**src/rtl/core/lcdtb_pkg.sv**
```systemverilog
// Package: shared types and constants for the LCD timing / background renderer.
package lcdtb_pkg;

    localparam int VRAM_DEPTH  = 8192;
    localparam int VRAM_AW     = $clog2(VRAM_DEPTH);
    localparam int LINE_PIXELS = 160;
    localparam int NUM_GROUPS  = (LINE_PIXELS + 7) / 8;
    localparam int GROUP_W     = 5;

    localparam logic [9:0] HBLANK_CYC = 10'd204;
    localparam logic [9:0] VBLANK_CYC = 10'd456;
    localparam logic [9:0] OAM_CYC    = 10'd80;
    localparam logic [9:0] VRAM_CYC   = 10'd172;
    localparam logic [7:0] LAST_LINE  = 8'd153;
    localparam logic [7:0] VBL_LINE   = 8'd144;
    localparam logic [12:0] MAP0_BASE = 13'h1800;
    localparam logic [12:0] MAP1_BASE = 13'h1C00;

    typedef enum logic [1:0] {
        MODE_HBLANK = 2'd0,
        MODE_VBLANK = 2'd1,
        MODE_OAM    = 2'd2,
        MODE_VRAM   = 2'd3
    } lcd_mode_t;

    typedef enum logic [2:0] {
        REG_SCROLL_X = 3'd0,
        REG_SCROLL_Y = 3'd1,
        REG_PALETTE  = 3'd2,
        REG_BG_EN    = 3'd3,
        REG_MAP_SEL  = 3'd4
    } reg_idx_t;

    typedef enum logic [2:0] {
        BK_IDLE, BK_STATUS, BK_MAP, BK_LO, BK_HI, BK_PIX, BK_OUT
    } back_state_t;

    typedef struct packed {
        logic        op;
        logic [7:0]  cycles;
        logic [12:0] vram_addr;
        logic [7:0]  vram_data;
    } in_item_t;

    typedef struct packed {
        logic        kind;
        logic [1:0]  mode;
        logic [7:0]  line;
        logic        vblank_start;
        logic [15:0] shades;
        logic [4:0]  group;
        logic        last;
    } out_item_t;

    // Job handed from front to back through the queue.
    typedef struct packed {
        logic [1:0] mode;
        logic [7:0] line;
        logic       vblank_start;
        logic       render;
    } job_t;

    typedef struct packed {
        logic [7:0] scroll_x;
        logic [7:0] scroll_y;
        logic [7:0] palette;
        logic       bg_enable;
        logic       map_select;
    } cfg_t;

endpackage

```
**src/rtl/core/lcdtb_queue.sv**
```systemverilog
// Two-entry job queue between front and back.
module lcdtb_queue (
    input  logic            aclk,
    input  logic            aresetn,
    input  logic            push,
    input  lcdtb_pkg::job_t din,
    output logic            full,
    input  logic            pop,
    output logic            empty,
    output lcdtb_pkg::job_t dout
);
    lcdtb_pkg::job_t mem_reg [2];
    logic wp_reg, rp_reg;
    logic [1:0] cnt_reg;

    assign full  = cnt_reg == 2'd2;
    assign empty = cnt_reg == 2'd0;
    assign dout  = mem_reg[rp_reg];

    always_ff @(posedge aclk) begin
        if (push) mem_reg[wp_reg] <= din;
    end

    always_ff @(posedge aclk) begin
        if (!aresetn) begin
            wp_reg  <= 1'b0;
            rp_reg  <= 1'b0;
            cnt_reg <= '0;
        end else begin
            if (push) wp_reg <= ~wp_reg;
            if (pop)  rp_reg <= ~rp_reg;
            cnt_reg <= cnt_reg + {1'b0, push} - {1'b0, pop};
        end
    end
endmodule

```
**config.mk**
```make
export PLATFORM = sky130hd
export DESIGN_NAME = lcdtb_queue
export DESIGN_NICKNAME = d
export VERILOG_FILES = /design/src/rtl/core/lcdtb_pkg.sv /design/src/rtl/core/lcdtb_queue.sv
export SDC_FILE = /design/constraint.sdc
export NUM_CORES = 1
export LEC_CHECK = 0
export ABC_AREA = 1
export BUFFER_PORTS_ARGS = -buffer_cell sky130_fd_sc_hd__buf_2
export CELL_PAD_IN_SITES_DETAIL_PLACEMENT = 0
export CELL_PAD_IN_SITES_GLOBAL_PLACEMENT = 1
export CORE_MARGIN = 4
export CORE_UTILIZATION = 25
export DETAILED_ROUTE_END_ITERATION = 10
export MAX_ROUTING_LAYER = met4
export PLACE_DENSITY = 0.55
export SETUP_SLACK_MARGIN = 0.5
export SLEW_MARGIN = 20
export SYNTH_ARGS = -nofsm -noshare
export SYNTH_HDL_FRONTEND = slang
export SYNTH_SLANG_ARGS = --single-unit
```
**constraint.sdc**
```tcl
create_clock -name aclk -period 1.5 [get_ports aclk]
set_input_delay 0.15 -clock aclk [delete_from_list [all_inputs] [get_ports aclk]]
set_output_delay 0.15 -clock aclk [all_outputs]
set_load 0.02 [all_outputs]
```
==> key figures, run 1 <==
Route
  • Drt pass-1 iters: 2
  • ANT nets after route: 0
  • Total routed wirelength: 2080 microns
  • Wire length per cell: 12.4 microns
  • Vias: 675
  • Vias per cell: 4.04
  • Drt initial violations: 15
  • Detailed-route DRC error count: 0

Timing
  • # setup viols final: 0
  • Fin crit share: 92.1%
  • Fin Clk Skew: 5.63 ps
  • Hold Fails Final Rpt: 0
  • Worst rel slew slack: 91.6%
  • Minimum clock period: 1380 ps
  • Setup TNS: 0 ps
  • Highest clock rate: 724 MHz
  • RSZ-0062 raised after global routing: yes
  • Slew Viols, Final: 0
  • Worst-Margin Slew: 126 ps

Floorplanning
  • # rows: 24
  • Chip Height: 75.2 microns
  • Die area: 5660 sq um
  • I/O Pins: 30
  • Starting Density: 25.9%
  • Core area: 4350 sq um
  • Die width: 75.2 microns

Synthesis
  • Cells after Synth: 70
  • Syn. warnings: 0
  • #FFs+latches synth: 29
  • Netlist Area Pre-Place: 1130 sq um
  • Netlist cell types: 11
  • Post-synthesis sequential area ratio: 72.6%
  • Post-synthesis net count: 88
  • Avg Synthesized Cell Area: 16.1 sq um

Power
  • Sw Pwr: 0.478 mW
  • Internal power: 1.64 mW
  • IR drop worst, VDD: 0.525 mV
  • Leak: 0.703 nW
  • Comb power frac: 18.8%
  • Sw Share: 22.6%
  • Clock power share: 36.0%
  • Sequential share of power: 45.2%
  • PD cells: 1240 nW/um^2

Clock network
  • Number of H-tree branching levels: 2
  • TritonCTS buffer count: 5
  • Skew-Pair Late Insertion Delay: 270 ps
  • Clock sink count: 29
  • CTS tree: yes
  • Maximum clock insertion buffer count: 2
  • Worst-path clk slew: 60 ps
  • CTS Root Cell: clkbuf_8

Final layout
  • Layout cells sized above 1: 66.1%
  • Diodes inserted: 0
  • Non-Filler Instances: 167
  • FF+latch area: 831 sq um
  • Layout area overhead: 50.8%
  • Nets@finish: 132
  • Max reg flops: 24
  • Multi-input combinational cell area: 343 sq um
  • Fillers: 416

Worst setup path
  • Crit Reg-Reg Endpoint: cnt_reg[1]
  • Worst EP required: 1350 ps
  • Worst setup path class: register to output pin
  • Reg-to-reg startpoint: cnt_reg[0]
  • Critical path endpoint category: output pin
  • Critical path data arrival time: 1230 ps
  • R2R Setup Slk: 310 ps
  • CP startpoint kind: register
  • Critical path peak fanout: 4
  • Reg2Reg Depth: 9

Outcome
  • Status: complete, no violations

Global route
  • Largest net degree at the start of global routing: 11
  • Total Routing Usage GR: 8.51%
  • Initial antenna violation count: 0
  • Grt total ovfl: 0
  • First-pass GRT wire length: 3310 microns
  • Vias in the first global route: 743

Worst hold path
  • Min-Delay Startpoint: din[7]
  • Hold Path End: mem_reg[1][7]
  • Hold depth: 1
  • HP Class: input pin to register

Placed design
  • DPL Wire Length: 1380 microns
  • Placed Instances: 151
  • GP Congestion: 0.670
  • Port Buffers: 29

Job
  • Number of max-cap violations: 0
==> power by group through the flow <==
stage	combinational, mW	sequential (mW)	clock (mW)
4_1_cts	0.387	0.954	0.781
3_3_place_gp	0.238	0.973	0
3_5_place_dp	0.241	0.975	0
5_1_grt	0.431	0.960	0.824
6_report	0.398	0.955	0.760
2_1_floorplan	0.173	0.959	0
==> critical path: stages (launching register included) <==
cell and delay, ps:
dfxtp_4 380, buf_4 130, mux2_4 290, buf_4 160
==> area by class of cell <==
type | count | share of cell area (%)
timing repair buffer | 38 | 19.4
tap | 52 | 3.82
multi-input combinational | 33 | 20.1
clock buffer | 6 | 4.26
sequential | 29 | 48.8
clock inverter | 2 | 1.98
inverter | 7 | 1.69
==> cells in the final DEF (no fill, tap or decap), drive strengths merged <==
master	count
buf	38
edfxtp	24
mux2	12
nor2	9
nand2	8
inv	7
clkbuf	6
dfxtp	5
ha	2
a21oi	1
nand3	1
clkinv	1
bufinv	1
==> metrics by stage <==
step	setup WS [ps]	area [sq um]	hold slack (ps)	total power [mW]	utilization, %
final	119	1700	65.2	2.11	39.1
after global routing	67.0	1700	50.2	2.21	39.1
after CTS	109	1680	55.5	2.12	38.6
after detailed placement	236	1350	343	1.22	31.0
after global placement	250	1350	339	1.21	31.0
after floorplan	336	1140	248	1.13	-
==> how the worst max path moves through the flow <==
| stage | start | endpoint | slack, ps | cells past startpoint |
|---|---|---|---|---|
| final | register | dout[1] | 120 | 3 |
| after global routing | register | dout[7] | 70 | 3 |
| after CTS | register | dout[3] | 110 | 3 |
| after detailed placement | register | dout[11] | 240 | 2 |
| after global placement | register | dout[0] | 250 | 2 |
| after floorplan | cnt_reg[0] | cnt_reg[1] | 340 | 8 |
==> what timing repair did <==
action	CTS	global route
pin swaps	8	4
hold buffers	0	0
endpoints found under the setup margin	37	25
resized for setup	47	6
buffers inserted	7	1
==> cells in the mapped netlist <==
cell	count	area, sq um
dfxtp_1	5	100
ha_1	2	25.0
nand2_1	8	30.0
edfxtp_1	24	721
nand3_1	1	5.00
inv_1	7	26.3
buf_6	1	11.3
mux2_2	2	22.5
nor2_1	9	33.8
mux2_4	10	150
a21oi_1	1	5.00
==> logic make-up (layout without fill, tap and decap cells) <==
family	Yosys count	count (layout)	synth area share, %
buffers and inverters	8	53	3.32
AO/OA/AOI/OAI	1	1	0.443
AND/OR/NAND/NOR	18	18	6.09
multiplexers	12	12	15.3
adder cells (fa/ha/maj)	2	2	2.21
flip-flops	29	29	72.6
==> layer usage <==
layer | GRT usage (%) | up-vias | part of all wire, %
met2 | 13.9 | 27 | 49
met4 | 2.91 | 0 | 0
met1 | 8.65 | 315 | 41
li1 | - | 333 | -
met3 | 4.67 | 0 | 10
met5 | - | - | 0
(Power assumes the default switching activity.)
==> run 2: changes to the inputs <==
--- a/config.mk
+++ b/config.mk
@@ -5,7 +5,6 @@
 export SDC_FILE = /design/constraint.sdc
 export NUM_CORES = 1
 export LEC_CHECK = 0
-export ABC_AREA = 1
 export BUFFER_PORTS_ARGS = -buffer_cell sky130_fd_sc_hd__buf_2
 export CELL_PAD_IN_SITES_DETAIL_PLACEMENT = 0
 export CELL_PAD_IN_SITES_GLOBAL_PLACEMENT = 1
==> key figures, run 2 <==
Outcome
  • Status: complete, no violations

Synthesis
  • Post-synthesis sequential area ratio: 75.4%
  • Synth async-reset ratio: 0%
  • #FFs+latches synth: 29
  • Post-synthesis net count: 76
  • Number of synthesized flops with an enable pin: 24
  • Most common cell in the synthesized netlist: edfxtp_1
  • Cells after Synth: 58
  • Netlist cell types: 12
  • Avg Synthesized Cell Area: 18.8 sq um
  • Netlist Area Pre-Place: 1090 sq um
  • Synth top area share: 66.2%
  • Ys flop type: edfxtp_1
  • Synth cell count leaders: 24 x edfxtp_1, 12 x mux2_2, 5 x dfxtp_1
  • Syn. warnings: 0
  • Biggest area consumer among synthesized cells: edfxtp_1
  • Top cells by area, synth: edfxtp_1 66%, mux2_2 12%, dfxtp_1 9.2%

Floorplanning
  • # rows: 23
  • I/O Pins: 30
  • Core area: 4120 sq um
  • Die area: 5470 sq um
  • Chip Height: 74.0 microns
  • Starting Density: 26.5%
  • Die width: 74.0 microns

Worst setup path
  • CP startpoint kind: register
  • Critical path endpoint category: output pin
  • Worst EP required: 1350 ps
  • Critical path peak fanout: 8
  • Worst setup path class: register to output pin
  • Critical path data arrival time: 1210 ps

Global route
  • Grt total ovfl: 0
  • First-pass GRT wire length: 3170 microns
  • Total Routing Usage GR: 8.42%
  • Vias in the first global route: 691
  • Largest net degree at the start of global routing: 13
  • Initial antenna violation count: 0

Clock network
  • Skew-Pair Late Insertion Delay: 260 ps
  • CTS Root Cell: clkbuf_8
  • CTS tree: yes
  • TritonCTS buffer count: 5
  • Maximum clock insertion buffer count: 2
  • CTS Hold Buffers Added: 0
  • Number of H-tree branching levels: 2
  • Clock sink count: 29
  • Worst-path clk slew: 60 ps

Final layout
  • Leading cell types in the layout, fill and taps excluded: 24 x edfxtp_1, 15 x buf_2, 14 x buf_6
  • Layout area overhead: 50.7%
  • Post-route design area: 1640 sq um
  • Diodes inserted: 0
  • Non-Filler Instances: 154
  • Multi-input combinational cell area: 343 sq um
  • Layout cells sized above 1: 64.4%
  • Nets@finish: 121
  • Finished Core Util: 39.9%
  • Max reg flops: 24
  • FF+latch area: 827 sq um
  • Most common cell after layout, fill and taps aside: edfxtp_1
  • Fillers: 386

Route
  • Total routed wirelength: 1930 microns
  • ANT nets after route: 0
  • Met3 WL: 156 microns
  • Met2 routed WL: 909 microns
  • Detailed-route DRC error count: 0
  • Drt initial violations: 18
  • Vias per cell: 3.99
  • Drt pass-1 iters: 4
  • Vias: 614
  • Wire length per cell: 12.5 microns
  • Met1 Wirelength: 842 microns
  • Highest Signal Layer: met4

Job
  • Number of max-cap violations: 0

Timing
  • Setup TNS: 0 ps
  • Worst-Margin Slew: 178 ps
  • # setup viols final: 0
  • Worst rel slew slack: 88.1%
  • Hold Fails Final Rpt: 0
  • Hold slack final: 73.4 ps
  • RSZ-0062 raised after global routing: yes
  • Slew Viols, Final: 0
  • Minimum clock period: 1360 ps
  • Fin Clk Skew: 2.07 ps
  • Fin crit share: 90.8%
  • Highest clock rate: 734 MHz

Power
  • PD cells: 1200 nW/um^2
  • Leak: 0.671 nW
  • Sw Share: 23.1%
  • Internal power: 1.51 mW
  • Sw Pwr: 0.453 mW
  • Clock power share: 28.9%
  • Comb power frac: 22.0%
  • Sequential share of power: 49.1%
  • IR drop worst, VDD: 0.481 mV

Placed design
  • DPL Wire Length: 1250 microns
  • Placed Instances: 136
  • Port Buffers: 29
  • GP Congestion: 0.616
  • DP Area: 1340 sq um

Worst hold path
  • HP Class: input pin to register
==> run 2: cell count changes after synthesis, moves of 4 or more <==
cell	previous run	this run
mux2_2	2	12
mux2_4	10	0
nand2_1	8	0
nor2_1	9	1
inv_1	7	2
and2_1	0	4
nor2b_1	0	4
==> run 2: layer usage <==
metal  track usage [%]  up-vias
li1                  -      302
met1              9.15      284
met2              12.9       26
met3              3.11        2
met4              5.43        0
met5                 -        -
==> run 2: repair_timing <==
item	in CTS	in global routing
cloned	0	0
setup buffers	9	1
setup endpoints to repair	40	16
gates resized for setup	36	5
pin swaps	2	0
==> run 2: through the flow <==
| step | setup slack [ps] | total power, mW |
|---|---|---|
| 6_report | 138 | 1.96 |
| 3_3_place_gp | 226 | 1.26 |
| 3_5_place_dp | 213 | 1.27 |
| 4_1_cts | 112 | 1.98 |
| 5_1_grt | 92.4 | 2.08 |
| 2_1_floorplan | 366 | 1.18 |
==> run 2: worst paths after layout <==
kind	slack, ps	cells after the start	from	endpoint
setup / recovery	140	3	register	dout[9]
hold / removal	70	1	din[11]	mem_reg[1][11]
setup reg to reg	350	6	cnt_reg[0]	cnt_reg[1]
hold reg to reg	580	2	rp_reg	register
==> run 2: final cells by class <==
cell class	count	share of cell area (%)
Sequential cell	29	50.4
Tap cell	50	3.81
Timing Repair Buffer	39	19.5
Multi-Input combinational cell	26	20.9
Clock buffer	7	4.65
Clock inverter	1	0.229
Inverter	2	0.458
==> run 2: critical path, cell delays in order (launching register included) <==
cell     delay, ps
dfxtp_4        370
buf_12         140
mux2_4         300
buf_6          130
==> run 2: power by group through the flow <==
stage | logic [mW] | clock network [mW] | registers, mW
3_5_place_dp | 0.280 | 0 | 0.987
6_report | 0.433 | 0.566 | 0.964
4_1_cts | 0.422 | 0.593 | 0.962
2_1_floorplan | 0.213 | 0 | 0.966
5_1_grt | 0.466 | 0.644 | 0.970
3_3_place_gp | 0.279 | 0 | 0.985
==> run 2: logic make-up (layout without fill, tap and decap cells) <==
family                     after synthesis  after routing  synth area share [%]
DFF                                     29             29                  75.4
muxes                                   12             12                  12.4
and+or+nand+nor                          9              9                  4.94
buffers and inverters                    3             49                  1.38
adders and majority gates                2              2                  2.30
xor gates and xnor gates                 2              2                  2.87
AOI/OAI and AO/OA                        1              1                 0.690
==> run 3: changes to the inputs <==
--- a/config.mk
+++ b/config.mk
@@ -9,10 +9,10 @@
 export CELL_PAD_IN_SITES_DETAIL_PLACEMENT = 0
 export CELL_PAD_IN_SITES_GLOBAL_PLACEMENT = 1
 export CORE_MARGIN = 4
-export CORE_UTILIZATION = 25
+export CORE_UTILIZATION = 41
 export DETAILED_ROUTE_END_ITERATION = 10
 export MAX_ROUTING_LAYER = met4
-export PLACE_DENSITY = 0.55
+export PLACE_DENSITY = 0.8
 export SETUP_SLACK_MARGIN = 0.5
 export SLEW_MARGIN = 20
 export SYNTH_ARGS = -nofsm -noshare
==> key figures, run 3 (synthesis gave the netlist of run 2 again) <==
Outcome
  • Status: complete, no violations

Floorplanning
  • Core area: 2500 sq um
  • # rows: 18
  • Chip Height: 59.5 microns
  • Starting Density: 43.5%
  • Die width: 59.5 microns
  • I/O Pins: 30
  • Die area: 3540 sq um

Clock network
  • Worst-path clk slew: 90 ps
  • Maximum clock insertion buffer count: 2
  • Number of H-tree branching levels: 2
  • Skew-Pair Late Insertion Delay: 310 ps
  • TritonCTS buffer count: 5
  • CTS tree: yes
  • CTS Root Cell: clkbuf_4
  • Clock sink count: 29

Worst setup path
  • Reg2Reg Depth: 6
  • Worst EP required: 1350 ps
  • Reg-to-reg startpoint: cnt_reg[0]
  • Critical path data arrival time: 1270 ps
  • Worst setup path class: register to output pin
  • R2R Setup Slk: 330 ps
  • Critical path endpoint category: output pin
  • CP startpoint kind: register
  • Critical path peak fanout: 6
  • Crit Reg-Reg Endpoint: cnt_reg[1]

Global route
  • First-pass GRT wire length: 2900 microns
  • Total Routing Usage GR: 12.5%
  • Vias in the first global route: 662
  • Grt total ovfl: 0
  • Largest net degree at the start of global routing: 14
  • Initial antenna violation count: 0

Timing
  • Setup TNS: 0 ps
  • Fin Clk Skew: 8.02 ps
  • Slew Viols, Final: 0
  • # setup viols final: 0
  • Worst-Margin Slew: 191 ps
  • Highest clock rate: 704 MHz
  • Minimum clock period: 1420 ps
  • RSZ-0062 raised after global routing: yes
  • Hold Fails Final Rpt: 0
  • Hold slack final: 17.9 ps
  • Fin crit share: 94.7%
  • Worst rel slew slack: 87.2%

Placed design
  • Port Buffers: 29
  • Placed Instances: 116
  • GP Congestion: 0.656
  • DP Area: 1310 sq um

Worst hold path
  • Min-Delay Startpoint: din[0]
  • Hold Path End: mem_reg[1][0]
  • HP Class: input pin to register
  • Hold depth: 1

Final layout
  • Diodes inserted: 0
  • Max reg flops: 24
  • Leading cell types in the layout, fill and taps excluded: 24 x edfxtp_1, 15 x buf_2, 15 x buf_6
  • Post-route design area: 1610 sq um
  • Layout area overhead: 47.6%
  • Non-Filler Instances: 132
  • Most common cell after layout, fill and taps aside: edfxtp_1
  • Nets@finish: 119
  • Layout cells sized above 1: 63.7%

Power
  • Final Total Pwr: 1.83 mW
  • PD cells: 1140 nW/um^2
  • IR drop worst, VDD: 0.877 mV
  • Leak: 0.659 nW

Route
  • Vias per cell: 4.86
  • Vias: 642
  • Detailed-route DRC error count: 0
  • Drt initial violations: 25
  • Drt pass-1 iters: 4
  • Wire length per cell: 14.3 microns
  • Total routed wirelength: 1890 microns
  • ANT nets after route: 0

Job
  • Number of max-cap violations: 0
run 3: worst max-delay path by stage:
| stage | cells after the start | slack, ps | endpoint | start |
|---|---|---|---|---|
| finish | 3 | 80 | dout[9] | register |
| global route | 3 | 30 | dout[9] | register |
| CTS | 3 | 70 | dout[7] | register |
| detailed placement | 2 | 260 | dout[11] | register |
| global placement | 2 | 280 | dout[0] | register |
| floorplan | 6 | 370 | cnt_reg[1] | cnt_reg[0] |
run 3: per-stage QoR:
step	utilization, %	setup slack (ps)
floorplan	-	366
global placement	52.5	277
detailed placement	52.5	258
CTS	62.6	67.4
global route	64.3	25.1
finish	64.3	78.8
run 3: power by group:
part / leakage, nW / switching, mW / total [mW] / internal (mW)
sequential: 0.268 / 0.0344 / 0.965 / 0.931
clock: 0.0320 / 0.245 / 0.423 / 0.178
combinational: 0.359 / 0.182 / 0.446 / 0.264
total: 0.659 / 0.461 / 1.83 / 1.37
run 3: area by class of cell:
class                      instances  area (sq um)
inverter                           2          7.51
timing repair buffer              36           327
sequential                        29           827
clock buffer                       6          41.3
tap                               30          37.5
multi-input combinational         27           357
clock inverter                     2          10.0
fill                             191           893
run 3: metal layers:
layer,global-route usage (%),vias to the layer above,share of wire [%]
met1,11.9,302,32
met4,7.59,0,3.1
met2,21.1,34,56
met5,-,-,0
met3,4.79,6,8.4
li1,-,300,-
run 3: critical path, cell delays in order (launching register included):
cell and delay, ps:
dfxtp_4 380, buf_8 130, mux2_4 300, buf_6 130
run 3: repair_timing:
item / 4_1_cts / 5_1_grt
cloned: 0 / 1
pin swaps: 2 / 2
hold buffers: 0 / 2
endpoints found under the hold margin: 0 / 4
resized for setup: 41 / 5
setup buffers: 5 / 0
endpoints found under the setup margin: 40 / 28
