===== src/rtl/core/lcdtb_pkg.sv =====
// Package: shared types and constants for the LCD timing / background renderer.
package lcdtb_pkg;

    localparam int VRAM_DEPTH  = 8192;
    localparam int VRAM_AW     = $clog2(VRAM_DEPTH);
    localparam int LINE_PIXELS = 160;
    localparam int NUM_GROUPS  = (LINE_PIXELS + 7) / 8;
    localparam int GROUP_W     = 5;

    localparam logic [9:0] HBLANK_CYC = 10'd204;
    localparam logic [9:0] VBLANK_CYC = 10'd456;
    localparam logic [9:0] OAM_CYC    = 10'd80;
    localparam logic [9:0] VRAM_CYC   = 10'd172;
    localparam logic [7:0] LAST_LINE  = 8'd153;
    localparam logic [7:0] VBL_LINE   = 8'd144;
    localparam logic [12:0] MAP0_BASE = 13'h1800;
    localparam logic [12:0] MAP1_BASE = 13'h1C00;

    typedef enum logic [1:0] {
        MODE_HBLANK = 2'd0,
        MODE_VBLANK = 2'd1,
        MODE_OAM    = 2'd2,
        MODE_VRAM   = 2'd3
    } lcd_mode_t;

    typedef enum logic [2:0] {
        REG_SCROLL_X = 3'd0,
        REG_SCROLL_Y = 3'd1,
        REG_PALETTE  = 3'd2,
        REG_BG_EN    = 3'd3,
        REG_MAP_SEL  = 3'd4
    } reg_idx_t;

    typedef enum logic [2:0] {
        BK_IDLE, BK_STATUS, BK_MAP, BK_LO, BK_HI, BK_PIX, BK_OUT
    } back_state_t;

    typedef struct packed {
        logic        op;
        logic [7:0]  cycles;
        logic [12:0] vram_addr;
        logic [7:0]  vram_data;
    } in_item_t;

    typedef struct packed {
        logic        kind;
        logic [1:0]  mode;
        logic [7:0]  line;
        logic        vblank_start;
        logic [15:0] shades;
        logic [4:0]  group;
        logic        last;
    } out_item_t;

    // Job handed from front to back through the queue.
    typedef struct packed {
        logic [1:0] mode;
        logic [7:0] line;
        logic       vblank_start;
        logic       render;
    } job_t;

    typedef struct packed {
        logic [7:0] scroll_x;
        logic [7:0] scroll_y;
        logic [7:0] palette;
        logic       bg_enable;
        logic       map_select;
    } cfg_t;

endpackage


===== src/rtl/core/lcdtb_front.sv =====
// Front: accepts items, runs mode timing, writes video memory, queues jobs.
module lcdtb_front (
    input  logic                aclk,
    input  logic                aresetn,
    input  logic                s_valid,
    output logic                s_ready,
    input  lcdtb_pkg::in_item_t s_data,
    input  logic                bg_enable,
    input  logic                back_idle,
    output logic                job_push,
    output lcdtb_pkg::job_t     job,
    input  logic                job_full,
    output logic                wr_en,
    output logic [12:0]         wr_addr,
    output logic [7:0]          wr_data
);
    logic [9:0] clk_reg, clk_next;
    lcdtb_pkg::lcd_mode_t mode_reg, mode_next;
    logic [7:0] line_reg, line_next;
    logic vb, rend;
    logic [9:0] sum;
    logic acc;

    // A tick needs a queue slot; a write waits until no line fetch is pending,
    // so it never lands ahead of a render that an earlier tick asked for.
    assign s_ready = s_data.op ? back_idle : ~job_full;
    assign acc     = s_valid & s_ready;
    assign sum     = clk_reg + {2'b0, s_data.cycles};

    always_comb begin
        clk_next  = sum;
        mode_next = mode_reg;
        line_next = line_reg;
        vb        = 1'b0;
        rend      = 1'b0;
        case (mode_reg)
            lcdtb_pkg::MODE_HBLANK: if (sum >= lcdtb_pkg::HBLANK_CYC) begin
                clk_next  = '0;
                line_next = line_reg + 8'd1;
                if (line_next == lcdtb_pkg::VBL_LINE) begin
                    mode_next = lcdtb_pkg::MODE_VBLANK;
                    vb        = 1'b1;
                end else begin
                    mode_next = lcdtb_pkg::MODE_OAM;
                end
            end
            lcdtb_pkg::MODE_VBLANK: if (sum >= lcdtb_pkg::VBLANK_CYC) begin
                clk_next  = '0;
                line_next = line_reg + 8'd1;
                if (line_next > lcdtb_pkg::LAST_LINE) begin
                    line_next = '0;
                    mode_next = lcdtb_pkg::MODE_OAM;
                end
            end
            lcdtb_pkg::MODE_OAM: if (sum >= lcdtb_pkg::OAM_CYC) begin
                clk_next  = '0;
                mode_next = lcdtb_pkg::MODE_VRAM;
            end
            default: if (sum >= lcdtb_pkg::VRAM_CYC) begin
                clk_next  = '0;
                mode_next = lcdtb_pkg::MODE_HBLANK;
                rend      = bg_enable;
            end
        endcase
    end

    always_ff @(posedge aclk) begin
        if (!aresetn) begin
            clk_reg  <= '0;
            mode_reg <= lcdtb_pkg::MODE_OAM;
            line_reg <= '0;
        end else if (acc && !s_data.op) begin
            clk_reg  <= clk_next;
            mode_reg <= mode_next;
            line_reg <= line_next;
        end
    end

    assign job_push = acc & ~s_data.op;
    assign job      = '{mode: mode_next, line: line_next, vblank_start: vb, render: rend};
    assign wr_en    = acc & s_data.op;
    assign wr_addr  = s_data.vram_addr;
    assign wr_data  = s_data.vram_data;
endmodule


===== config.mk =====
export PLATFORM = sky130hd
export DESIGN_NAME = lcdtb_front
export DESIGN_NICKNAME = d
export VERILOG_FILES = /design/src/rtl/core/lcdtb_pkg.sv /design/src/rtl/core/lcdtb_front.sv
export SDC_FILE = /design/constraint.sdc
export NUM_CORES = 1
export LEC_CHECK = 0
export BUFFER_PORTS_ARGS = -buffer_cell sky130_fd_sc_hd__clkbuf_2
export CAP_MARGIN = 10
export CORE_MARGIN = 2
export CORE_UTILIZATION = 51
export CTS_CLUSTER_SIZE = 10
export DETAILED_ROUTE_END_ITERATION = 16
export PLACE_DENSITY = 0.82
export SYNTH_ARGS = -nofsm -noshare
export SYNTH_HDL_FRONTEND = slang
export SYNTH_SLANG_ARGS = --single-unit

===== constraint.sdc =====
create_clock -name aclk -period 4.9 [get_ports aclk]
set_input_delay 0.735 -clock aclk [delete_from_list [all_inputs] [get_ports aclk]]
set_output_delay 0.735 -clock aclk [all_outputs]
set_load 0.005 [all_outputs]

==> results of run 1 <==
[power breakdown]
group          internal [mW]  total, mW  switching, mW
registers              0.165      0.167        0.00279
clock network         0.0717      0.130         0.0578
logic                 0.0312     0.0809         0.0497
[what timing repair did]
| action | in CTS | in global routing |
|---|---|---|
| setup buffers | 0 | 0 |
| setup endpoints to repair | 0 | 3 |
| hold endpoints to repair | 0 | 0 |
| resized for setup | 0 | 1 |
[cell usage in the layout, fill, tap and decap left out, drive strengths merged, types with 3 or more instances in the layout]
cell | Yosys | layout
nor2 | 22 | 22
dfxtp | 20 | 20
or3 | 5 | 5
xnor2 | 3 | 3
ha | 11 | 11
clkbuf | 11 | 33
and3 | 7 | 7
o211ai | 6 | 6
o21ai | 21 | 21
or2 | 3 | 3
a21oi | 7 | 7
and4 | 3 | 3
mux2 | 3 | 3
nand4 | 3 | 3
a32o | 8 | 8
nand3 | 14 | 14
inv | 15 | 15
nand2 | 34 | 34
and2 | 6 | 6
nor2b | 3 | 3
nor3 | 8 | 8
a211oi | 6 | 6
[through the flow]
| step | setup slack [ps] | instance area, um^2 | util, % | instances | total power, mW |
|---|---|---|---|---|---|
| final | 426.1 | 2146 | 53.64 | 330 | 0.3778 |
| after global routing | 226.6 | 2146 | 53.64 | 330 | 0.3941 |
| after CTS | 390.3 | 2135 | 53.36 | 330 | 0.3785 |
| after detailed placement | 397.0 | 2079 | 51.99 | 326 | 0.2498 |
| after global placement | 503.6 | 2079 | 51.99 | 326 | 0.2475 |
| after floorplan | 953.3 | 2112 | - | 286 | 0.2426 |
[kinds of logic after synthesis]
kind of cell,count (synthesis)
AOI/OAI and AO/OA,75
xor gates and xnor gates,5
adders and majority gates,12
buffers and inverters,55
DFF,20
muxes,4
and+or+nand+nor,115
[per-layer routing]
metal,up-vias,global-route usage [%],part of all wire [%]
met5,-,0,0
li1,1005,-,-
met1,924,30.17,46
met4,0,6.750,1.5
met3,11,3.289,7.2
met2,69,33.86,45
[critical path, stage by stage]
cell and delay (ps):
sky130_fd_sc_hd__clkbuf_2 80, sky130_fd_sc_hd__ha_1 190, sky130_fd_sc_hd__inv_1 70, sky130_fd_sc_hd__fa_1 410, sky130_fd_sc_hd__nor2b_1 180, sky130_fd_sc_hd__o211ai_1 120
sky130_fd_sc_hd__and4_1 240, sky130_fd_sc_hd__or3_1 440, sky130_fd_sc_hd__a41o_1 320, sky130_fd_sc_hd__o31ai_4 540, sky130_fd_sc_hd__a31oi_2 100, sky130_fd_sc_hd__o21ai_1 180
sky130_fd_sc_hd__clkbuf_2 140
[final cells by class]
type / count / area, um^2 / share of cell area (%)
Clock buffer: 4 / 55.05 / 2.566
Inverter: 15 / 56.30 / 2.624
Multi-Input combinational cell: 211 / 1419 / 66.12
Sequential cell: 20 / 400.4 / 18.66
Tap cell: 50 / 62.56 / 2.915
Timing Repair Buffer: 30 / 152.6 / 7.114
[final timing paths]
| kind | end | cells after the start | startpoint |
|---|---|---|---|
| min reg2reg | clk_reg[0] | 1 | clk_reg[0] |
| max | job[4] | 13 | s_data[21] |
| max reg2reg | line_reg[5] | 11 | clk_reg[0] |
| min | clk_reg[0] | 1 | clk_reg[0] |
==> flow_summary_export.csv, run 1 <==
group,metric,value,unit
critical_path,critical_path_required,4160,ps
synth,synth.top_cell.area_share,18.96,%
sta,max_freq,0.2235,GHz
die,core_region_area,4000,um^2
detailed_routing,via_count,2009,
pwr,leakagePower,0.9198,nW
synth,adder_cell_area_share_of_the_yosys_netlist,7.464,%
critical_path,worst_ep_arrival_time,3740,ps
critical_path,worst-path-max-fanout,9,
die,floorplan.die_area,4672,um^2
synth,yosys_warning_count,0,
global_routing,initial_antenna_violation_count,0,
outcome,outcome,"completed",
global_routing,grt_pass1_vias,1742,
synth,synth.avg_cell_area,7.385,um^2
sta,finalHoldViolCount,0,
cts,cts_tree,"built",
sta,setup_tns,0,ps
sta,drv_slew,0,
synth,simple_gate_portion_of_the_synthesized_area,27.43,%
worst_hold_path,hold_path_class,"flop to flop",
die,floorplan.initialDensity,52.80,%
detailed_routing,finalWirelength,4718,um
synth,seq_area_frac_synth,18.96,%
finish,count_of_inserted_antenna_diode_cells,0,
global_routing,grt_usage,21.56,%
run,drv.max_cap_violation_count,0,
sta,post-route-period-util,91.30,%
placement,post-dp-hpwl,3540,um
detailed_routing,first_pass_iters,5,
cts,cts_inserted_buffers,3,
synth,ys_dominant_reg_cell,"sky130_fd_sc_hd__dfxtp_1",
critical_path,crit_start_category,"input pin",
die,die_h,68.35,um
synth,most_frequently_used_cell_type_in_the_post_synthesis_netlist,"sky130_fd_sc_hd__nand2_1",
pwr,vdd.ir_drop.worst,160.8,uV
cts,clock_insertion_delay_worst_skew,260,ps
critical_path,path_class,"input pin to output pin",
critical_path,r2r_slack,1710,ps
placement,io_buffers,29,
detailed_routing,drc_errors,0,
global_routing,grt_max_degree,22,
detailed_routing,drt-initial-drc-count,110,
synth,asr_flop_ratio_synth,0,%
synth,synth_edf_count,0,
sta,rsz_0062_raised_after_global_routing,"no",
die,floorplan.rows,23,
pwr,powerDensity,176.1,nW/um^2
cts,hold_buffers,0,
sta,final.setup_skew,2.683,ps
sta,timing.final.setup_violations,0,
synth,syn_nets,334,
synth,ys_ff_latch,20,
synth,netlist_instances,286,
sta,fin_hold_ws,482.0,ps
synth,synth.top_cells.by_area,"sky130_fd_sc_hd__dfxtp_1 (19%), sky130_fd_sc_hd__buf_4 (8.5%), sky130_fd_sc_hd__ha_1 (6.5%)",
synth,yosys-mux-area-fraction,2.073,%
sta,timing_worst_slew_pin_value,619.1,ps
synth,number_of_unique_standard_cell_types_used_by_synthesis,62,
cts,clk_transition_reported_paths,70,ps
global_routing,overflow,0,
finish,net_count_final,329,
synth,synth_compound_area_share,27.61,%
placement,globalplace.congestion,0.8698,
cts,clock_sinks,20,
finish,drive_gt1_share,17.50,%
die,die_width,68.35,um
synth,synth_xor_area_share,2.073,%
finish,syn2layout_area_growth,1.600,%
synth,post_synthesis_instance_area,2112,um^2
cts,cts.htree.levels,1,
cts,clockRootBuffer,"sky130_fd_sc_hd__clkbuf_8",
sta,slew-limit-headroom,58.44,%
detailed_routing,antenna_left,0,
synth,netlist.top_cell.by_area,"sky130_fd_sc_hd__dfxtp_1",
sta,min_period,4474,ps
finish,largest_reg_flops,10,
global_routing,grt_first_pass_wirelength,7838,um
cts,cts.path.max_buffers,2,
finish,fillers,406,
synth,combinational_family_with_the_most_area_after_synthesis,"compound AO/OA/AOI/OAI gates",
detailed_routing,post_drt_via_cell_ratio,6.088,
die,ios,72,
synth,synthTopCellsByCount,"sky130_fd_sc_hd__nand2_1 (34), sky130_fd_sc_hd__buf_4 (24), sky130_fd_sc_hd__nor2_1 (21)",
detailed_routing,drt-wirelength-per-cell,14.30,um
critical_path,setup.worst_path.end_class,"output pin",
Note: power is estimated with default switching activity, not from simulation.
==> run 2: changes to the inputs <==
--- a/config.mk
+++ b/config.mk
@@ -5,10 +5,9 @@
 export SDC_FILE = /design/constraint.sdc
 export NUM_CORES = 1
 export LEC_CHECK = 0
+export ABC_AREA = 1
 export BUFFER_PORTS_ARGS = -buffer_cell sky130_fd_sc_hd__clkbuf_2
-export CAP_MARGIN = 10
-export CORE_MARGIN = 2
-export CORE_UTILIZATION = 51
+export CORE_UTILIZATION = 53
 export CTS_CLUSTER_SIZE = 10
 export DETAILED_ROUTE_END_ITERATION = 16
 export PLACE_DENSITY = 0.82
==> run 2 against run 1 <==
  * Power is 17% higher
  * Global-route usage is 4.4 points higher
  * Highest routed layer unchanged
  * Largest power group unchanged
  * Synthesized area is 17% higher
  * Flip-flop and latch count stayed put
  * Core utilization is 3.3 points higher
  * Cell area is 17% higher
==> flow_summary_export.csv, run 2 <==
group,metric,value,unit
critical_path,critical_path_required,4160,ps
sta,rsz_0062_raised_after_global_routing,"no",
finish,largest_reg_flops,10,
synth,synth.top_cell.area_share,19.83,%
synth,synth_edf_count,0,
critical_path,r2r.worst_path.cells,14,
synth,asr_flop_ratio_synth,0,%
placement,post-dp-hpwl,4605,um
cts,cts_tree,"built",
critical_path,path_class,"input pin to output pin",
finish,syn2layout_area_growth,2.135,%
synth,ys_dominant_reg_cell,"sky130_fd_sc_hd__dfxtp_1",
cts,clk_transition_reported_paths,80,ps
global_routing,initial_antenna_violation_count,0,
pwr,vdd.ir_drop.worst,104.1,uV
sta,max_freq,0.2654,GHz
die,die_h,70.15,um
finish,count_of_inserted_antenna_diode_cells,0,
pwr,powerDensity,175.7,nW/um^2
finish,net_count_final,471,
synth,ys_ff_latch,20,
cts,clock_sinks,20,
detailed_routing,finalWirelength,6041,um
detailed_routing,antenna_left,0,
finish,drive_gt1_share,16.59,%
global_routing,grt_first_pass_wirelength,10440,um
die,core_region_area,4414,um^2
finish,mostFrequentLayoutCell,"sky130_fd_sc_hd__nand2_1",
sta,timing_worst_slew_pin_value,955.9,ps
critical_path,worst-path-max-fanout,12,
synth,number_of_unique_standard_cell_types_used_by_synthesis,33,
cts,hold_buffers,0,
detailed_routing,via_count,2547,
cts,setup_fix_bufs_post_cts,0,
synth,seq_area_frac_synth,16.27,%
synth,synth.top_cells.by_area,"sky130_fd_sc_hd__nand2_1 (20%), sky130_fd_sc_hd__dfxtp_1 (16%), sky130_fd_sc_hd__nand3_1 (11%)",
critical_path,setup.worst_path.end_class,"output pin",
sta,final.setup_skew,3.802,ps
synth,syn_nets,468,
cts,clockRootBuffer,"sky130_fd_sc_hd__clkbuf_8",
synth,netlist.top_cell.by_area,"sky130_fd_sc_hd__nand2_1",
critical_path,crit-reg2reg-capture,"clk_reg[5]",
worst_hold_path,hold_path_start,"clk_reg[9]",
critical_path,r2r_slack,2240,ps
detailed_routing,drc_errors,0,
run,drv.max_cap_violation_count,0,
detailed_routing,drt-initial-drc-count,175,
cts,cts.htree.levels,1,
sta,fin_hold_ws,471.0,ps
placement,io_buffers,29,
synth,netlist_instances,420,
critical_path,crit_start_category,"input pin",
outcome,outcome,"completed",
placement,dp.cells,470,
global_routing,overflow,0,
synth,post_synthesis_instance_area,2461,um^2
finish,finalNonFillerCells,474,
placement,globalplace.congestion,0.9671,
finish,most-common-layout-cells,"sky130_fd_sc_hd__nand2_1 (130), sky130_fd_sc_hd__inv_1 (56), sky130_fd_sc_hd__nand3_1 (56), sky130_fd_sc_hd__nor2_1 (31), sky130_fd_sc_hd__clkbuf_2 (29)",
cts,cts.path.max_buffers,2,
cts,cts.repair.resized,0,
die,die_width,70.15,um
critical_path,r2r_start,"clk_reg[0]",
detailed_routing,drt-wirelength-per-cell,12.74,um
cts,clock_insertion_delay_worst_skew,270,ps
die,floorplan.initialDensity,55.75,%
sta,setup_tns,0,ps
global_routing,grt_max_degree,20,
critical_path,worst_ep_arrival_time,3030,ps
sta,finalHoldViolCount,0,
detailed_routing,first_pass_iters,4,
worst_hold_path,holdPathStages,2,
worst_hold_path,hold_end,"clk_reg[9]",
sta,timing.final.setup_violations,0,
sta,slew-limit-headroom,36.04,%
pwr,leakagePower,1.385,nW
sta,drv_slew,0,
cts,cts_inserted_buffers,3,
die,floorplan.rows,24,
worst_hold_path,hold_path_class,"flop to flop",
sta,post-route-period-util,76.91,%
die,floorplan.die_area,4920,um^2
global_routing,grt_usage,25.99,%
synth,synthTopCellsByCount,"sky130_fd_sc_hd__nand2_1 (130), sky130_fd_sc_hd__inv_1 (56), sky130_fd_sc_hd__nand3_1 (56)",
synth,yosys_warning_count,0,
detailed_routing,post_drt_via_cell_ratio,5.373,
die,ios,72,
synth,most_frequently_used_cell_type_in_the_post_synthesis_netlist,"sky130_fd_sc_hd__nand2_1",
sta,min_period,3769,ps
synth,synth.avg_cell_area,5.860,um^2
global_routing,grt_pass1_vias,2367,
## run 2: cell types whose count changed in the layout (fill, tap and decap cells not counted), sizes merged, moves of 5 or more
cell / previous run / this run
or3: 5 / 0
a32o: 8 / 0
and3: 7 / 0
o211ai: 6 / 0
a211oi: 6 / 0
o21ai: 21 / 4
nand2: 34 / 141
nand4: 3 / 18
and2: 6 / 0
nor3: 8 / 2
inv: 15 / 60
nand3: 14 / 63
nor2: 22 / 36
a21oi: 7 / 22
## run 2: worst max-delay path, stage by stage
cell,delay [ps]
sky130_fd_sc_hd__clkbuf_2,80
sky130_fd_sc_hd__ha_1,210
sky130_fd_sc_hd__inv_1,70
sky130_fd_sc_hd__fa_1,410
sky130_fd_sc_hd__inv_1,110
sky130_fd_sc_hd__nand2_1,80
sky130_fd_sc_hd__nand2_1,80
sky130_fd_sc_hd__nand2_1,70
sky130_fd_sc_hd__nand3_1,110
sky130_fd_sc_hd__nand2_2,100
sky130_fd_sc_hd__nor2_4,320
sky130_fd_sc_hd__nand3_2,250
sky130_fd_sc_hd__nand2_1,130
sky130_fd_sc_hd__nand2_1,70
sky130_fd_sc_hd__nand3_1,100
sky130_fd_sc_hd__clkbuf_2,120
## run 2: worst max-delay path by stage
stage,end,startpoint,slack [ps],cells past startpoint
floorplan,job[7],s_data[21],1710,14
global placement,job[8],s_data[21],1240,16
detailed placement,job[8],s_data[21],1150,16
CTS,job[8],s_data[21],1150,16
global route,job[2],s_data[21],910,16
finish,job[8],s_data[21],1130,16
## run 2: power by group
group | total [mW] | switching, mW | internal, mW
Sequential | 0.177 | 0.00891 | 0.168
Clock | 0.136 | 0.0642 | 0.0718
Combinational | 0.129 | 0.0812 | 0.0475
Total | 0.442 | 0.154 | 0.287
## run 2: final cells by class
type                            count  area, um^2
Clock buffer                        4       55.05
Fill cell                         454        1901
Inverter                           62       232.7
Multi-Input combinational cell    305        1600
Sequential cell                    20       400.4
Tap cell                           52       65.06
Timing Repair Buffer               31       160.2
## run 2: layer usage
metal	vias to the layer above	GRT usage [%]	routed length, um	part of all wire [%]
li1	1319	-	-	-
met4	0	7.556	64	1.1
met2	87	42.74	2715	45
met3	11	5.051	482	8.0
met1	1130	34.36	2779	46
met5	-	0	0	0
## run 2: per-stage QoR
step	instance area, um^2	utilization, %	total power, mW	setup slack [ps]
3_3_place_gp	2459	55.70	0.3065	1240
2_1_floorplan	2461	-	0.2868	1711
3_5_place_dp	2459	55.70	0.3085	1145
4_1_cts	2514	56.94	0.4468	1146
5_1_grt	2514	56.94	0.4710	906.4
6_report	2514	56.94	0.4417	1132
## run 2: kinds of logic after synthesis
family / Yosys count / synth area share [%]
XOR/XNOR: 3 / 1.068
buffers and inverters: 95 / 18.91
flip-flops: 20 / 16.27
adder cells (fa/ha/maj): 12 / 6.406
AND/OR/NAND/NOR: 261 / 50.53
AO/OA/AOI/OAI: 29 / 6.813
==> run 3: changes to the inputs <==
--- a/config.mk
+++ b/config.mk
@@ -5,12 +5,12 @@
 export SDC_FILE = /design/constraint.sdc
 export NUM_CORES = 1
 export LEC_CHECK = 0
-export ABC_AREA = 1
+export ABC_AREA = 0
 export BUFFER_PORTS_ARGS = -buffer_cell sky130_fd_sc_hd__clkbuf_2
-export CORE_UTILIZATION = 53
+export CORE_UTILIZATION = 46
 export CTS_CLUSTER_SIZE = 10
 export DETAILED_ROUTE_END_ITERATION = 16
-export PLACE_DENSITY = 0.82
+export PLACE_DENSITY = 0.78
 export SYNTH_ARGS = -nofsm -noshare
 export SYNTH_HDL_FRONTEND = slang
 export SYNTH_SLANG_ARGS = --single-unit
==> constraint.sdc (replaced) <==
create_clock -name aclk -period 3.35 [get_ports aclk]
set_input_delay 0.5025 -clock aclk [delete_from_list [all_inputs] [get_ports aclk]]
set_output_delay 0.5025 -clock aclk [all_outputs]
set_load 0.005 [all_outputs]
==> run 3 against run 2 <==
  * The run now ends with negative setup slack left
  * Via count is 8.0% lower
  * Core utilization rose by 6.1 points
  * Worst setup slack worse by 1400 ps
  * Largest power group unchanged
  * Power up 42%
  * Hold slack improved by 24 ps
  * Sequential power up 39%
  * Register-to-register slack worse by 1900 ps
  * Cell area is 9.9% higher
  * Count of clock-buffer cells in the layout did not move
  * Die area shrank 1.1%
  * Sequential share of layout area is 1.3 points lower
==> flow_summary_export.csv, run 3 (synthesis gave the netlist of run 1 again) <==
group,metric,value,unit
finish,most-common-layout-cells,"sky130_fd_sc_hd__buf_4 (48), sky130_fd_sc_hd__nand2_1 (29), sky130_fd_sc_hd__clkbuf_2 (27), sky130_fd_sc_hd__nor2_1 (20), sky130_fd_sc_hd__dfxtp_1 (17)",
cts,cts.path.max_buffers,2,
worst_hold_path,hold_path_class,"flop to flop",
finish,syn2layout_area_growth,30.81,%
critical_path,setup.worst_path.end_class,"output pin",
pwr,internal-power,434.3,uW
sta,drv_slew,0,
global_routing,grt_first_pass_wirelength,9459,um
detailed_routing,antenna_left,0,
pwr,power.share.combinational,30.1,%
detailed_routing,first_pass_iters,4,
detailed_routing,finalWirelength,6264,um
sta,timing.final.setup_violations,12,
pwr,swShare,30.53,%
finish,stdcell_area,2763,um^2
critical_path,path_cells,"clkbuf_2, ha_4, buf_6, a211oi_4, nor4b_2, a311o_1, or3_4, a311oi_4, o32ai_2, buf_4, mux2_4, clkbuf_2",
critical_path,crit_slowest_cell,"sky130_fd_sc_hd__or3_4",
sta,rsz_0062_raised_after_global_routing,"yes",
pwr,power.share.sequential,39.3,%
sta,min_period,3598,ps
detailed_routing,drc_errors,0,
die,floorplan.rows,24,
die,ios,72,
cts,cts_tree,"built",
critical_path,worst-path-max-fanout,3,
pwr,powerDensity,226.3,nW/um^2
cts,clk_transition_reported_paths,80,ps
global_routing,grt_usage,23.51,%
die,core_region_area,4384,um^2
critical_path,worst_ep_arrival_time,3100,ps
sta,final.setup_skew,2.179,ps
cts,clock_insertion_delay_worst_skew,270,ps
critical_path,crit_start_category,"input pin",
global_routing,grt_max_degree,22,
sta,finalHoldViolCount,0,
cts,cts_inserted_buffers,3,
finish,mostFrequentLayoutCell,"sky130_fd_sc_hd__buf_4",
pwr,switching_power,190.9,uW
detailed_routing,via_count,2342,
sta,fin_ws,-247.9,ps
outcome,outcome,"complete, but fails checks",
placement,globalplace.congestion,0.8531,
finish,count_of_inserted_antenna_diode_cells,0,
outcome,violations,"negative setup slack",
sta,slew-limit-headroom,64.75,%
cts,clock_sinks,20,
placement,io_buffers,29,
critical_path,critical_path_required,2850,ps
run,drv.max_cap_violation_count,0,
finish,largest_reg_flops,10,
detailed_routing,drt-wirelength-per-cell,16.40,um
critical_path,cell_mode_on_critical_path,"sky130_fd_sc_hd__clkbuf_2",
finish,finalNonFillerCells,382,
sta,timing_worst_slew_pin_value,527.4,ps
placement,dpl_cell_area,2389,um^2
sta,max_freq,0.2779,GHz
finish,fillers,339,
global_routing,initial_antenna_violation_count,0,
detailed_routing,drt-initial-drc-count,122,
die,die_width,69.76,um
placement,post-dp-hpwl,3998,um
finish,net_count_final,379,
detailed_routing,post_drt_via_cell_ratio,6.131,
pwr,leakagePower,1.205,nW
sta,post-route-period-util,107.4,%
pwr,share_of_total_power_in_the_clock_network,30.6,%
placement,dp.cells,363,
pwr,vdd.ir_drop.worst,282.9,uV
critical_path,crit_path_max_incr_delay,430,ps
critical_path,path_class,"input pin to output pin",
global_routing,overflow,0,
global_routing,grt_pass1_vias,2053,
die,floorplan.die_area,4866,um^2
cts,cts.htree.levels,1,
finish,drive_gt1_share,41.21,%
cts,clockRootBuffer,"sky130_fd_sc_hd__clkbuf_8",
die,floorplan.initialDensity,48.17,%
die,die_h,69.76,um
## run 3: cell types whose count changed in the layout (fill, tap and decap cells not counted), moves of 11 or more
cell,delta
sky130_fd_sc_hd__nand2_1,-101
sky130_fd_sc_hd__buf_4,+46
sky130_fd_sc_hd__nand3_1,-43
sky130_fd_sc_hd__inv_1,-42
sky130_fd_sc_hd__a21oi_1,-14
sky130_fd_sc_hd__nand4_1,-12
sky130_fd_sc_hd__nor2_1,-11
## run 3: final timing paths
check,startpoint,end,slack (ps),cells past startpoint
worst min register to register,clk_reg[0],clk_reg[0],500,1
worst min-delay path,clk_reg[0],clk_reg[0],500,1
worst max register to register,clk_reg[0],line_reg[2],340,12
worst max-delay path,s_data[21],job[2],-250,12
## run 3: final cells by class
class                           instances  area, um^2  area share [%]
Clock buffer                            4       55.05           1.993
Tap cell                               52       65.06           2.355
Sequential cell                        20       404.1           14.63
Multi-Input combinational cell        211        1634           59.15
Inverter                               15       56.30           2.038
Timing Repair Buffer                   80       548.0           19.84
## run 3: worst max-delay path, delay by kind of cell
kind	cells	cell delay, ps
AOI/OAI and AO/OA	4	1160
buffers and inverters	4	490
adders and majority gates	1	160
muxes	1	260
and+or+nand+nor	2	520
## run 3: per-stage QoR
step / power [mW] / util, % / setup TNS, ps / hold WS (ps) / worst slack (ps)
after floorplan: 0.3609 / - / 0 / 445.9 / 15.55
after global placement: 0.3923 / 54.48 / -1730 / 479.4 / -265.2
after detailed placement: 0.3965 / 54.48 / -2796 / 487.1 / -368.5
after CTS: 0.6074 / 60.70 / -1194 / 503.6 / -174.4
after global routing: 0.6473 / 63.01 / -3141 / 515.1 / -338.7
final: 0.6252 / 63.01 / -1992 / 495.3 / -247.9
## run 3: timing repair
| action | 4_1_cts | 5_1_grt |
|---|---|---|
| pin swaps | 22 | 11 |
| gates cloned | 0 | 1 |
| setup buffers | 7 | 7 |
| gates resized for setup | 32 | 9 |
| endpoints found under the setup margin | 12 | 12 |
| hold buffers | 0 | 0 |
## run 3: power by group through the flow
stage                     logic, mW  clock network [mW]  registers [mW]
after CTS                     0.168               0.193           0.246
after global routing          0.201               0.201           0.246
final                         0.188               0.191           0.246
after detailed placement      0.146                   0           0.250
after global placement        0.142                   0           0.250
after floorplan               0.113                   0           0.248
## run 3: layer usage
layer	GRT usage, %	wire [um]	share of wire [%]	vias to the layer above
li1	-	-	-	1112
met5	0	0	0	-
met3	3.779	346	5.5	25
met4	8.444	218	3.5	0
met1	30.22	2733	44	1116
met2	39.53	2965	47	89
